## src/design/sodf_pkg.sv

```systemverilog
// ----------------------------------------------------------------------------
// sodf_pkg
// Types and constants shared by the odometry frame deframer.
// ----------------------------------------------------------------------------
package sodf_pkg;

    localparam int unsigned FRAME_LEN = 31;
    localparam int unsigned WIN_DEPTH = 30;
    localparam int unsigned CNT_W     = 5;

    localparam logic [7:0] HDR0     = 8'h55;
    localparam logic [7:0] HDR1     = 8'hAA;
    localparam logic [7:0] DATA_LEN = 8'h1B;

    localparam logic [CNT_W-1:0] MIN_HDR   = 5'd2;
    localparam logic [CNT_W-1:0] MIN_LEN   = 5'd3;
    localparam logic [CNT_W-1:0] FULL_CNT  = 5'd31;
    localparam logic [CNT_W-1:0] SUM_FIRST = 5'd2;
    localparam logic [CNT_W-1:0] SUM_LAST  = 5'd29;

    typedef logic [CNT_W-1:0] cnt_t;

    typedef struct packed {
        logic load;
        logic shift;
        logic fill_clr;
        logic sum_clr;
        logic sum_add;
        cnt_t sum_idx;
        logic out_load;
    } dp_cmd_t;

    typedef struct packed {
        cnt_t fill;
        logic hdr_ok;
        logic len_ok;
        logic sum_ok;
        logic out_full;
    } dp_stat_t;

endpackage

```

## src/design/sodf_if.sv

```systemverilog
// ----------------------------------------------------------------------------
// sodf_byte_if / sodf_odo_if
// Valid/ready channels: received bytes in, decoded odometry reports out.
// ----------------------------------------------------------------------------
interface sodf_byte_if;
    logic       valid;
    logic       ready;
    logic [7:0] rx_byte;

    modport source (output valid, output rx_byte, input ready);
    modport sink   (input valid, input rx_byte, output ready);
endinterface

interface sodf_odo_if;
    logic               valid;
    logic               ready;
    logic signed [31:0] pos_x_cm;
    logic signed [31:0] pos_y_cm;
    logic signed [31:0] heading_centideg;
    logic signed [15:0] vel_x_cm_s;
    logic signed [15:0] vel_y_cm_s;
    logic signed [15:0] turn_rate_mrad_s;
    logic [7:0]         motor_fault_a;
    logic [7:0]         motor_fault_b;
    logic [7:0]         motor_fault_c;
    logic [7:0]         motor_fault_d;
    logic [7:0]         drive_status;

    modport source (output valid, output pos_x_cm, output pos_y_cm,
                    output heading_centideg, output vel_x_cm_s, output vel_y_cm_s,
                    output turn_rate_mrad_s, output motor_fault_a, output motor_fault_b,
                    output motor_fault_c, output motor_fault_d, output drive_status,
                    input ready);
    modport sink   (input valid, input pos_x_cm, input pos_y_cm,
                    input heading_centideg, input vel_x_cm_s, input vel_y_cm_s,
                    input turn_rate_mrad_s, input motor_fault_a, input motor_fault_b,
                    input motor_fault_c, input motor_fault_d, input drive_status,
                    output ready);
endinterface

```

## src/design/sodf_dp.sv

```systemverilog
// ----------------------------------------------------------------------------
// sodf_dp
// Byte window shift line, fill count, checksum accumulator, result register.
// ----------------------------------------------------------------------------
module sodf_dp
    import sodf_pkg::*;
(
    input  logic               clk,
    input  logic               rst_n,
    input  dp_cmd_t            cmd,
    output dp_stat_t           stat,
    input  logic [7:0]         rx_byte,
    output logic               out_valid,
    input  logic               out_ready,
    output logic signed [31:0] pos_x_cm,
    output logic signed [31:0] pos_y_cm,
    output logic signed [31:0] heading_centideg,
    output logic signed [15:0] vel_x_cm_s,
    output logic signed [15:0] vel_y_cm_s,
    output logic signed [15:0] turn_rate_mrad_s,
    output logic [7:0]         motor_fault_a,
    output logic [7:0]         motor_fault_b,
    output logic [7:0]         motor_fault_c,
    output logic [7:0]         motor_fault_d,
    output logic [7:0]         drive_status
);

    logic [7:0] buf_reg [FRAME_LEN];
    cnt_t       fill_reg;
    logic [7:0] acc_reg;
    logic       out_valid_reg;

    // window shift line; oldest byte at index 0
    always_ff @(posedge clk)
    begin
        if (cmd.load)
        begin
            buf_reg[fill_reg] <= rx_byte;
        end
        else if (cmd.shift)
        begin
            for (int i = 0; i < FRAME_LEN - 1; i++)
            begin
                buf_reg[i] <= buf_reg[i+1];
            end
        end
    end

    always_ff @(posedge clk or negedge rst_n)
    begin
        if (!rst_n)
        begin
            fill_reg <= '0;
        end
        else if (cmd.fill_clr)
        begin
            fill_reg <= '0;
        end
        else if (cmd.load)
        begin
            fill_reg <= fill_reg + cnt_t'(1);
        end
        else if (cmd.shift)
        begin
            fill_reg <= fill_reg - cnt_t'(1);
        end
    end

    always_ff @(posedge clk)
    begin
        if (cmd.sum_clr)
        begin
            acc_reg <= '0;
        end
        else if (cmd.sum_add)
        begin
            acc_reg <= acc_reg + buf_reg[cmd.sum_idx];
        end
    end

    always_ff @(posedge clk or negedge rst_n)
    begin
        if (!rst_n)
        begin
            out_valid_reg <= 1'b0;
        end
        else if (cmd.out_load)
        begin
            out_valid_reg <= 1'b1;
        end
        else if (out_ready)
        begin
            out_valid_reg <= 1'b0;
        end
    end

    always_ff @(posedge clk)
    begin
        if (cmd.out_load)
        begin
            pos_x_cm         <= {buf_reg[6], buf_reg[5], buf_reg[4], buf_reg[3]};
            pos_y_cm         <= {buf_reg[10], buf_reg[9], buf_reg[8], buf_reg[7]};
            heading_centideg <= {buf_reg[14], buf_reg[13], buf_reg[12], buf_reg[11]};
            vel_x_cm_s       <= {buf_reg[16], buf_reg[15]};
            vel_y_cm_s       <= {buf_reg[18], buf_reg[17]};
            turn_rate_mrad_s <= {buf_reg[20], buf_reg[19]};
            motor_fault_a    <= buf_reg[25];
            motor_fault_b    <= buf_reg[26];
            motor_fault_c    <= buf_reg[27];
            motor_fault_d    <= buf_reg[28];
            drive_status     <= buf_reg[29];
        end
    end

    assign out_valid     = out_valid_reg;
    assign stat.fill     = fill_reg;
    assign stat.hdr_ok   = (buf_reg[0] == HDR0) && (buf_reg[1] == HDR1);
    assign stat.len_ok   = (buf_reg[2] == DATA_LEN);
    assign stat.sum_ok   = (acc_reg == buf_reg[FRAME_LEN-1]);
    assign stat.out_full = out_valid_reg;

endmodule

```

## src/design/sodf_ctrl.sv

```systemverilog
// ----------------------------------------------------------------------------
// sodf_ctrl
// Sequencer: byte intake, header/length scan, checksum walk, frame commit.
// ----------------------------------------------------------------------------
module sodf_ctrl
    import sodf_pkg::*;
(
    input  logic     clk,
    input  logic     rst_n,
    input  logic     rx_valid,
    output logic     rx_ready,
    input  dp_stat_t stat,
    output dp_cmd_t  cmd
);

    typedef enum logic [1:0] {
        ST_IDLE,
        ST_SCAN,
        ST_SUM,
        ST_CHECK
    } state_t;

    state_t state_reg, state_next;
    cnt_t   idx_reg, idx_next;

    always_ff @(posedge clk or negedge rst_n)
    begin
        if (!rst_n)
        begin
            state_reg <= ST_IDLE;
            idx_reg   <= SUM_FIRST;
        end
        else
        begin
            state_reg <= state_next;
            idx_reg   <= idx_next;
        end
    end

    always_comb
    begin
        state_next   = state_reg;
        idx_next     = idx_reg;
        cmd          = '0;
        cmd.sum_idx  = idx_reg;
        case (state_reg)
            ST_IDLE:
            begin
                if (rx_valid)
                begin
                    cmd.load   = 1'b1;
                    state_next = ST_SCAN;
                end
            end
            ST_SCAN:
            begin
                if (stat.fill < MIN_HDR)
                begin
                    state_next = ST_IDLE;
                end
                else if (!stat.hdr_ok)
                begin
                    cmd.shift = 1'b1;
                end
                else if (stat.fill < MIN_LEN)
                begin
                    state_next = ST_IDLE;
                end
                else if (!stat.len_ok)
                begin
                    cmd.shift = 1'b1;
                end
                else if (stat.fill != FULL_CNT)
                begin
                    state_next = ST_IDLE;
                end
                else
                begin
                    cmd.sum_clr = 1'b1;
                    idx_next    = SUM_FIRST;
                    state_next  = ST_SUM;
                end
            end
            ST_SUM:
            begin
                cmd.sum_add = 1'b1;
                idx_next    = idx_reg + cnt_t'(1);
                if (idx_reg == SUM_LAST)
                begin
                    state_next = ST_CHECK;
                end
            end
            ST_CHECK:
            begin
                if (!stat.sum_ok)
                begin
                    cmd.shift  = 1'b1;
                    state_next = ST_SCAN;
                end
                else if (!stat.out_full)
                begin
                    cmd.out_load = 1'b1;
                    cmd.fill_clr = 1'b1;
                    state_next   = ST_IDLE;
                end
            end
            default:
            begin
                state_next = ST_IDLE;
            end
        endcase
    end

    assign rx_ready = (state_reg == ST_IDLE);

endmodule

```

## src/design/serial_odometry_frame_deframer_unit.sv

```systemverilog
// ----------------------------------------------------------------------------
// serial_odometry_frame_deframer_unit
// Finds 31-byte odometry frames in a received byte stream and decodes them.
// ----------------------------------------------------------------------------
// Channels: rx takes one received byte per beat; res gives one decoded report
// per good frame (55 AA, length 27, 27 data bytes, 8-bit sum of length+data).
// Both are valid/ready; a beat moves when valid and ready are high together.
// Each byte goes through intake and then a scan, and a bad header or length
// drops the oldest byte and scans again. When 31 bytes line up, a checksum walk
// over the length and data bytes and a compare follow; a bad sum drops the
// oldest byte and rescans the window. The rescan and checksum walk run over
// the window shift line, one step per cycle, and rx is not ready until they
// finish. A report is loaded into the output register once the checksum
// matches and that register is empty. Reset empties the window and clears
// res.valid. A stalled receiver holds the report in the output register while
// bytes keep flowing; only a second frame completing before the first is taken waits for it.
// ----------------------------------------------------------------------------
module serial_odometry_frame_deframer_unit
    import sodf_pkg::*;
(
    input logic          clk,
    input logic          rst_n,
    sodf_byte_if.sink    rx,
    sodf_odo_if.source   res
);

    dp_cmd_t  cmd;
    dp_stat_t stat;

    sodf_ctrl u_ctrl (
        .clk      (clk),
        .rst_n    (rst_n),
        .rx_valid (rx.valid),
        .rx_ready (rx.ready),
        .stat     (stat),
        .cmd      (cmd)
    );

    sodf_dp u_dp (
        .clk              (clk),
        .rst_n            (rst_n),
        .cmd              (cmd),
        .stat             (stat),
        .rx_byte          (rx.rx_byte),
        .out_valid        (res.valid),
        .out_ready        (res.ready),
        .pos_x_cm         (res.pos_x_cm),
        .pos_y_cm         (res.pos_y_cm),
        .heading_centideg (res.heading_centideg),
        .vel_x_cm_s       (res.vel_x_cm_s),
        .vel_y_cm_s       (res.vel_y_cm_s),
        .turn_rate_mrad_s (res.turn_rate_mrad_s),
        .motor_fault_a    (res.motor_fault_a),
        .motor_fault_b    (res.motor_fault_b),
        .motor_fault_c    (res.motor_fault_c),
        .motor_fault_d    (res.motor_fault_d),
        .drive_status     (res.drive_status)
    );

endmodule

```

## src/flat_wrapper.sv

```systemverilog
// flat-port wrapper written by rule: the top's interface ports become plain ports
module serial_odometry_frame_deframer_unit_flat import sodf_pkg::*;
  (clk, rst_n, rx_valid, rx_rx_byte, rx_ready, res_valid, res_pos_x_cm, res_pos_y_cm, res_heading_centideg, res_vel_x_cm_s, res_vel_y_cm_s, res_turn_rate_mrad_s, res_motor_fault_a, res_motor_fault_b, res_motor_fault_c, res_motor_fault_d, res_drive_status, res_ready);
  sodf_byte_if rx_i ();
  sodf_odo_if res_i ();
  input logic clk;
  input logic rst_n;
  input wire logic [$bits(rx_i.valid)-1:0] rx_valid;
  input wire logic [$bits(rx_i.rx_byte)-1:0] rx_rx_byte;
  output wire logic [$bits(rx_i.ready)-1:0] rx_ready;
  output wire logic [$bits(res_i.valid)-1:0] res_valid;
  output wire logic [$bits(res_i.pos_x_cm)-1:0] res_pos_x_cm;
  output wire logic [$bits(res_i.pos_y_cm)-1:0] res_pos_y_cm;
  output wire logic [$bits(res_i.heading_centideg)-1:0] res_heading_centideg;
  output wire logic [$bits(res_i.vel_x_cm_s)-1:0] res_vel_x_cm_s;
  output wire logic [$bits(res_i.vel_y_cm_s)-1:0] res_vel_y_cm_s;
  output wire logic [$bits(res_i.turn_rate_mrad_s)-1:0] res_turn_rate_mrad_s;
  output wire logic [$bits(res_i.motor_fault_a)-1:0] res_motor_fault_a;
  output wire logic [$bits(res_i.motor_fault_b)-1:0] res_motor_fault_b;
  output wire logic [$bits(res_i.motor_fault_c)-1:0] res_motor_fault_c;
  output wire logic [$bits(res_i.motor_fault_d)-1:0] res_motor_fault_d;
  output wire logic [$bits(res_i.drive_status)-1:0] res_drive_status;
  input wire logic [$bits(res_i.ready)-1:0] res_ready;
  assign rx_i.valid = rx_valid;
  assign rx_i.rx_byte = rx_rx_byte;
  assign rx_ready = rx_i.ready;
  assign res_valid = res_i.valid;
  assign res_pos_x_cm = res_i.pos_x_cm;
  assign res_pos_y_cm = res_i.pos_y_cm;
  assign res_heading_centideg = res_i.heading_centideg;
  assign res_vel_x_cm_s = res_i.vel_x_cm_s;
  assign res_vel_y_cm_s = res_i.vel_y_cm_s;
  assign res_turn_rate_mrad_s = res_i.turn_rate_mrad_s;
  assign res_motor_fault_a = res_i.motor_fault_a;
  assign res_motor_fault_b = res_i.motor_fault_b;
  assign res_motor_fault_c = res_i.motor_fault_c;
  assign res_motor_fault_d = res_i.motor_fault_d;
  assign res_drive_status = res_i.drive_status;
  assign res_i.ready = res_ready;
  serial_odometry_frame_deframer_unit u_core (.clk(clk), .rst_n(rst_n), .rx(rx_i), .res(res_i));
endmodule
```

## config.mk

```make
export PLATFORM = sky130hd
export DESIGN_NAME = serial_odometry_frame_deframer_unit_flat
export DESIGN_NICKNAME = d
export VERILOG_FILES = /design/src/design/sodf_pkg.sv /design/src/design/sodf_if.sv /design/src/design/sodf_dp.sv /design/src/design/sodf_ctrl.sv /design/src/design/serial_odometry_frame_deframer_unit.sv /design/src/flat_wrapper.sv
export SDC_FILE = /design/constraint.sdc
export NUM_CORES = 1
export LEC_CHECK = 0
export ABC_AREA = 0
export BUFFER_PORTS_ARGS = -buffer_cell sky130_fd_sc_hd__buf_2
export CAP_MARGIN = 30
export CORE_ASPECT_RATIO = 2
export CORE_MARGIN = 10
export CORE_UTILIZATION = 35
export CTS_BUF_LIST = sky130_fd_sc_hd__clkbuf_4
export DETAILED_ROUTE_END_ITERATION = 8
export SYNTH_ARGS = -nofsm -noshare
export SYNTH_HDL_FRONTEND = slang
export SYNTH_SLANG_ARGS = --single-unit
```

## constraint.sdc

```tcl
create_clock -name clk -period 31.2 [get_ports clk]
set_clock_uncertainty 0.1 [all_clocks]
set_input_delay 6.24 -clock clk [delete_from_list [all_inputs] [get_ports clk]]
set_output_delay 6.24 -clock clk [all_outputs]
set_load 0.02 [all_outputs]
```

==> reports/metrics.yaml <==
yosys:
  synth_top_cells_by_area: "sky130_fd_sc_hd__edfxtp_1 (69%), sky130_fd_sc_hd__a21o_1 (9.5%), sky130_fd_sc_hd__mux4_2 (8.7%)"
  synthXorXnorAreaFrac: 0.00682
  post_synth_instance_area_sq_um: 19300
  postSynthCellCount: 1103
  synthesized_nets: 1129
  synth_sequential_area_ratio: 0.711
  ys_warn_count: 0
  synth_fa_ha_area_frac: 0.00987
  yosys.area.top_type: "sky130_fd_sc_hd__edfxtp_1"
  synth_enable_flop_cells: 440
  synth.mux.area_fraction: 0.0938
  syn_area_per_cell_sq_um: 17.5
  simple_gate_portion_of_the_synthesized_area: 0.0344
  synth-main-ff-cell: "sky130_fd_sc_hd__edfxtp_1"
  yosysTopAreaCellShare: 0.686
  synth_cell_type_count: 58
  postSynth.asyncResetShare: 0.0282
  ys_ff_latch: 461
  largest_family_of_logic_cells_by_synthesized_area: "compound AO/OA/AOI/OAI gates"
  synth_compound_gate_area_share: 0.119
placement:
  gpl.final_weighted_congestion: 0.919
  hpwl_um: 40500
  detailedPlace.worstSlack_ns: 22.32
  io_buffer_count: 197
grt:
  wire_length_of_the_first_global_routing_pass_um: 82500
  maximum_number_of_pins_on_one_net_before_global_route_repair: 242
  combined_global_route_utilization_of_all_metal_layers: 0.175
  antenna_violations_before_repair: 3
  global_route_total_overflow: 0
  vias_in_the_first_global_route: 12100
route:
  vias: 11900
  drt_first_iter_violations: 1030
  routed_wire_length_per_instance_um: 27.4
  detail_route.vias_per_cell: 5.62
  detailedRoute.firstPassIterationCount: 5
  route.detailed.drc: 0
  antenna_left: 0
  totalWireLength_um: 57900
timing:
  slew_headroom: 0.103
  fmaxAchievable_mhz: 123
  final-max-slew-violation-count: 0
  layout_worst_path_cycle_share: 0.260
  setup_viol: 0
  finalWorstPathRequiredPeriod_ns: 8.13
  max_slew.worst_pin.slew_ns: 1.35
  grt_setup_unrepaired: "false"
  layout_setup_ws_ns: 23.07
  timing_hold_violations_final: 0
  whs_ns: 0.387
  finalSetupTns_ns: 0
pwr:
  p_leak_nw: 9.23
  highest_ir_drop_seen_on_vdd_mv: 0.0916
  pwr_dens_nw_per_um2: 105
cts:
  clock_sink_count: 461
  clk-insertion-delay-late_ns: 0.82
  clock_buffer_count_from_cts: 102
  clkSlewWorstSetupHoldPaths_ns: 0.07
  clockBufferDepth: 3
  post_cts_setup_buffers: 0
  tritoncts_clock_tree: "built"
  cts-resized-gates: 0
  cts_hold_buffers: 0
  cts_max_level: 3
  root_buffer: "sky130_fd_sc_hd__clkbuf_4"
setup_path:
  critical_path_arrival_ns: 1.79
  crit_path_end_kind: "primary output"
  critical_path.startpoint_type: "flop"
  timing_worst_setup_path_type: "reg -> out"
  crit_fanout: 10
  crit_required_ns: 24.86
hold_path:
  timing.hold.worst.class: "reg -> reg"
floorplanning:
  core_area_sq_um: 54500
  num_io_pins: 198
  fp-row-count: 121
  die-area_sq_um: 65400
  dieWidth_um: 186
  initial_utilization: 0.353
  die_y_um: 352
cells_and_area:
  post_route_cells_drive_above_1_share: 0.346
  layout.cells.most_common_list: "sky130_fd_sc_hd__edfxtp_1 (440), sky130_fd_sc_hd__a21o_1 (244), sky130_fd_sc_hd__buf_2 (219), sky130_fd_sc_hd__clkbuf_4 (153), sky130_fd_sc_hd__mux4_2 (74)"
  layout_commonest_cell: "sky130_fd_sc_hd__edfxtp_1"
  final_util: 0.408
  layout.nets: 1383
  syn2layout_area_growth_pct: 15.4
  filler_cell_count: 5009
  largest_register_ffs: 256
job:
  cap_violations: 0
run_status:
  run_status: "completed"
## cells in the mapped netlist (all sizes together) (5+ instances only)
cell type,instances
a21o,244
a21oi,16
and2,8
and3,5
buf,61
clkbuf,20
dfrtp,12
dfxtp,8
edfxtp,440
ha,12
inv,11
mux2,8
mux2i,5
mux4,74
nand2,29
nand3,9
nor2,16
nor2b,10
nor3,6
nor4,6
o21ai,40
xnor2,5
xor2,10
## per-stage QoR
step	total power, mW	std cells	cell area (sq um)
4_1_cts	2.33	2102	22100
5_1_grt	2.43	2115	22200
6_report	2.33	2115	22200
3_5_place_dp	1.86	1917	20800
3_3_place_gp	1.83	1901	20700
2_1_floorplan	1.58	1103	19300
## layer usage
layer  routed length, um  global-route usage  vias to the layer above  share of wire
li1                    -                   -                     4987              -
met1               19300               0.183                     6067           0.33
met2               30700               0.313                      663           0.53
met3                4650              0.0395                      157          0.080
met4                3210               0.101                        2          0.055
met5                  19                   0                        -        0.00033
## layout make-up
class | count | area, sq um | area share
antenna | 1 | 2.50 | 0.000113
clock buffer | 151 | 1130 | 0.0510
clock inverter | 34 | 168 | 0.00754
inverter | 11 | 41.3 | 0.00186
multi-input combinational | 550 | 5100 | 0.229
sequential | 461 | 13700 | 0.616
tap | 676 | 846 | 0.0380
timing repair buffer | 231 | 1240 | 0.0556
## critical path: stages (launching register included)
cell and delay [ns]:
sky130_fd_sc_hd__dfrtp_1 0.55, sky130_fd_sc_hd__nor2_1 0.22, sky130_fd_sc_hd__buf_2 0.21
## kinds of logic after synthesis
group | after synthesis
flip-flops | 461
AO/OA/AOI/OAI | 321
AND/OR/NAND/NOR | 113
buffers and inverters | 92
multiplexers | 87
XOR/XNOR | 15
adder cells (fa/ha/maj) | 14
## power breakdown
group	switching [mW]	internal [mW]	total (mW)
clock	0.233	0.230	0.463
sequential	0.222	1.02	1.24
combinational	0.343	0.281	0.624
total	0.798	1.53	2.33
## worst paths after layout
check | end | slack [ns] | depth (start not counted) | startpoint
worst max-delay path | rx_ready | 23.07 | 2 | flop
worst max register to register | u_core.u_dp.acc_reg[7] | 25.96 | 11 | u_core.u_ctrl.idx_reg[0]
worst min register to register | u_core.u_dp.pos_x_cm[25] | 0.39 | 0 | u_core.u_dp.buf_reg[6][1]
max in group asynchronous | u_core.u_ctrl.idx_reg[1] | 25.50 | 1 | rst_n
worst min-delay path | u_core.u_dp.pos_x_cm[25] | 0.39 | 0 | u_core.u_dp.buf_reg[6][1]
min in group asynchronous | u_core.u_dp.fill_reg[1] | 5.20 | 1 | rst_n
(Power assumes the default switching activity.)
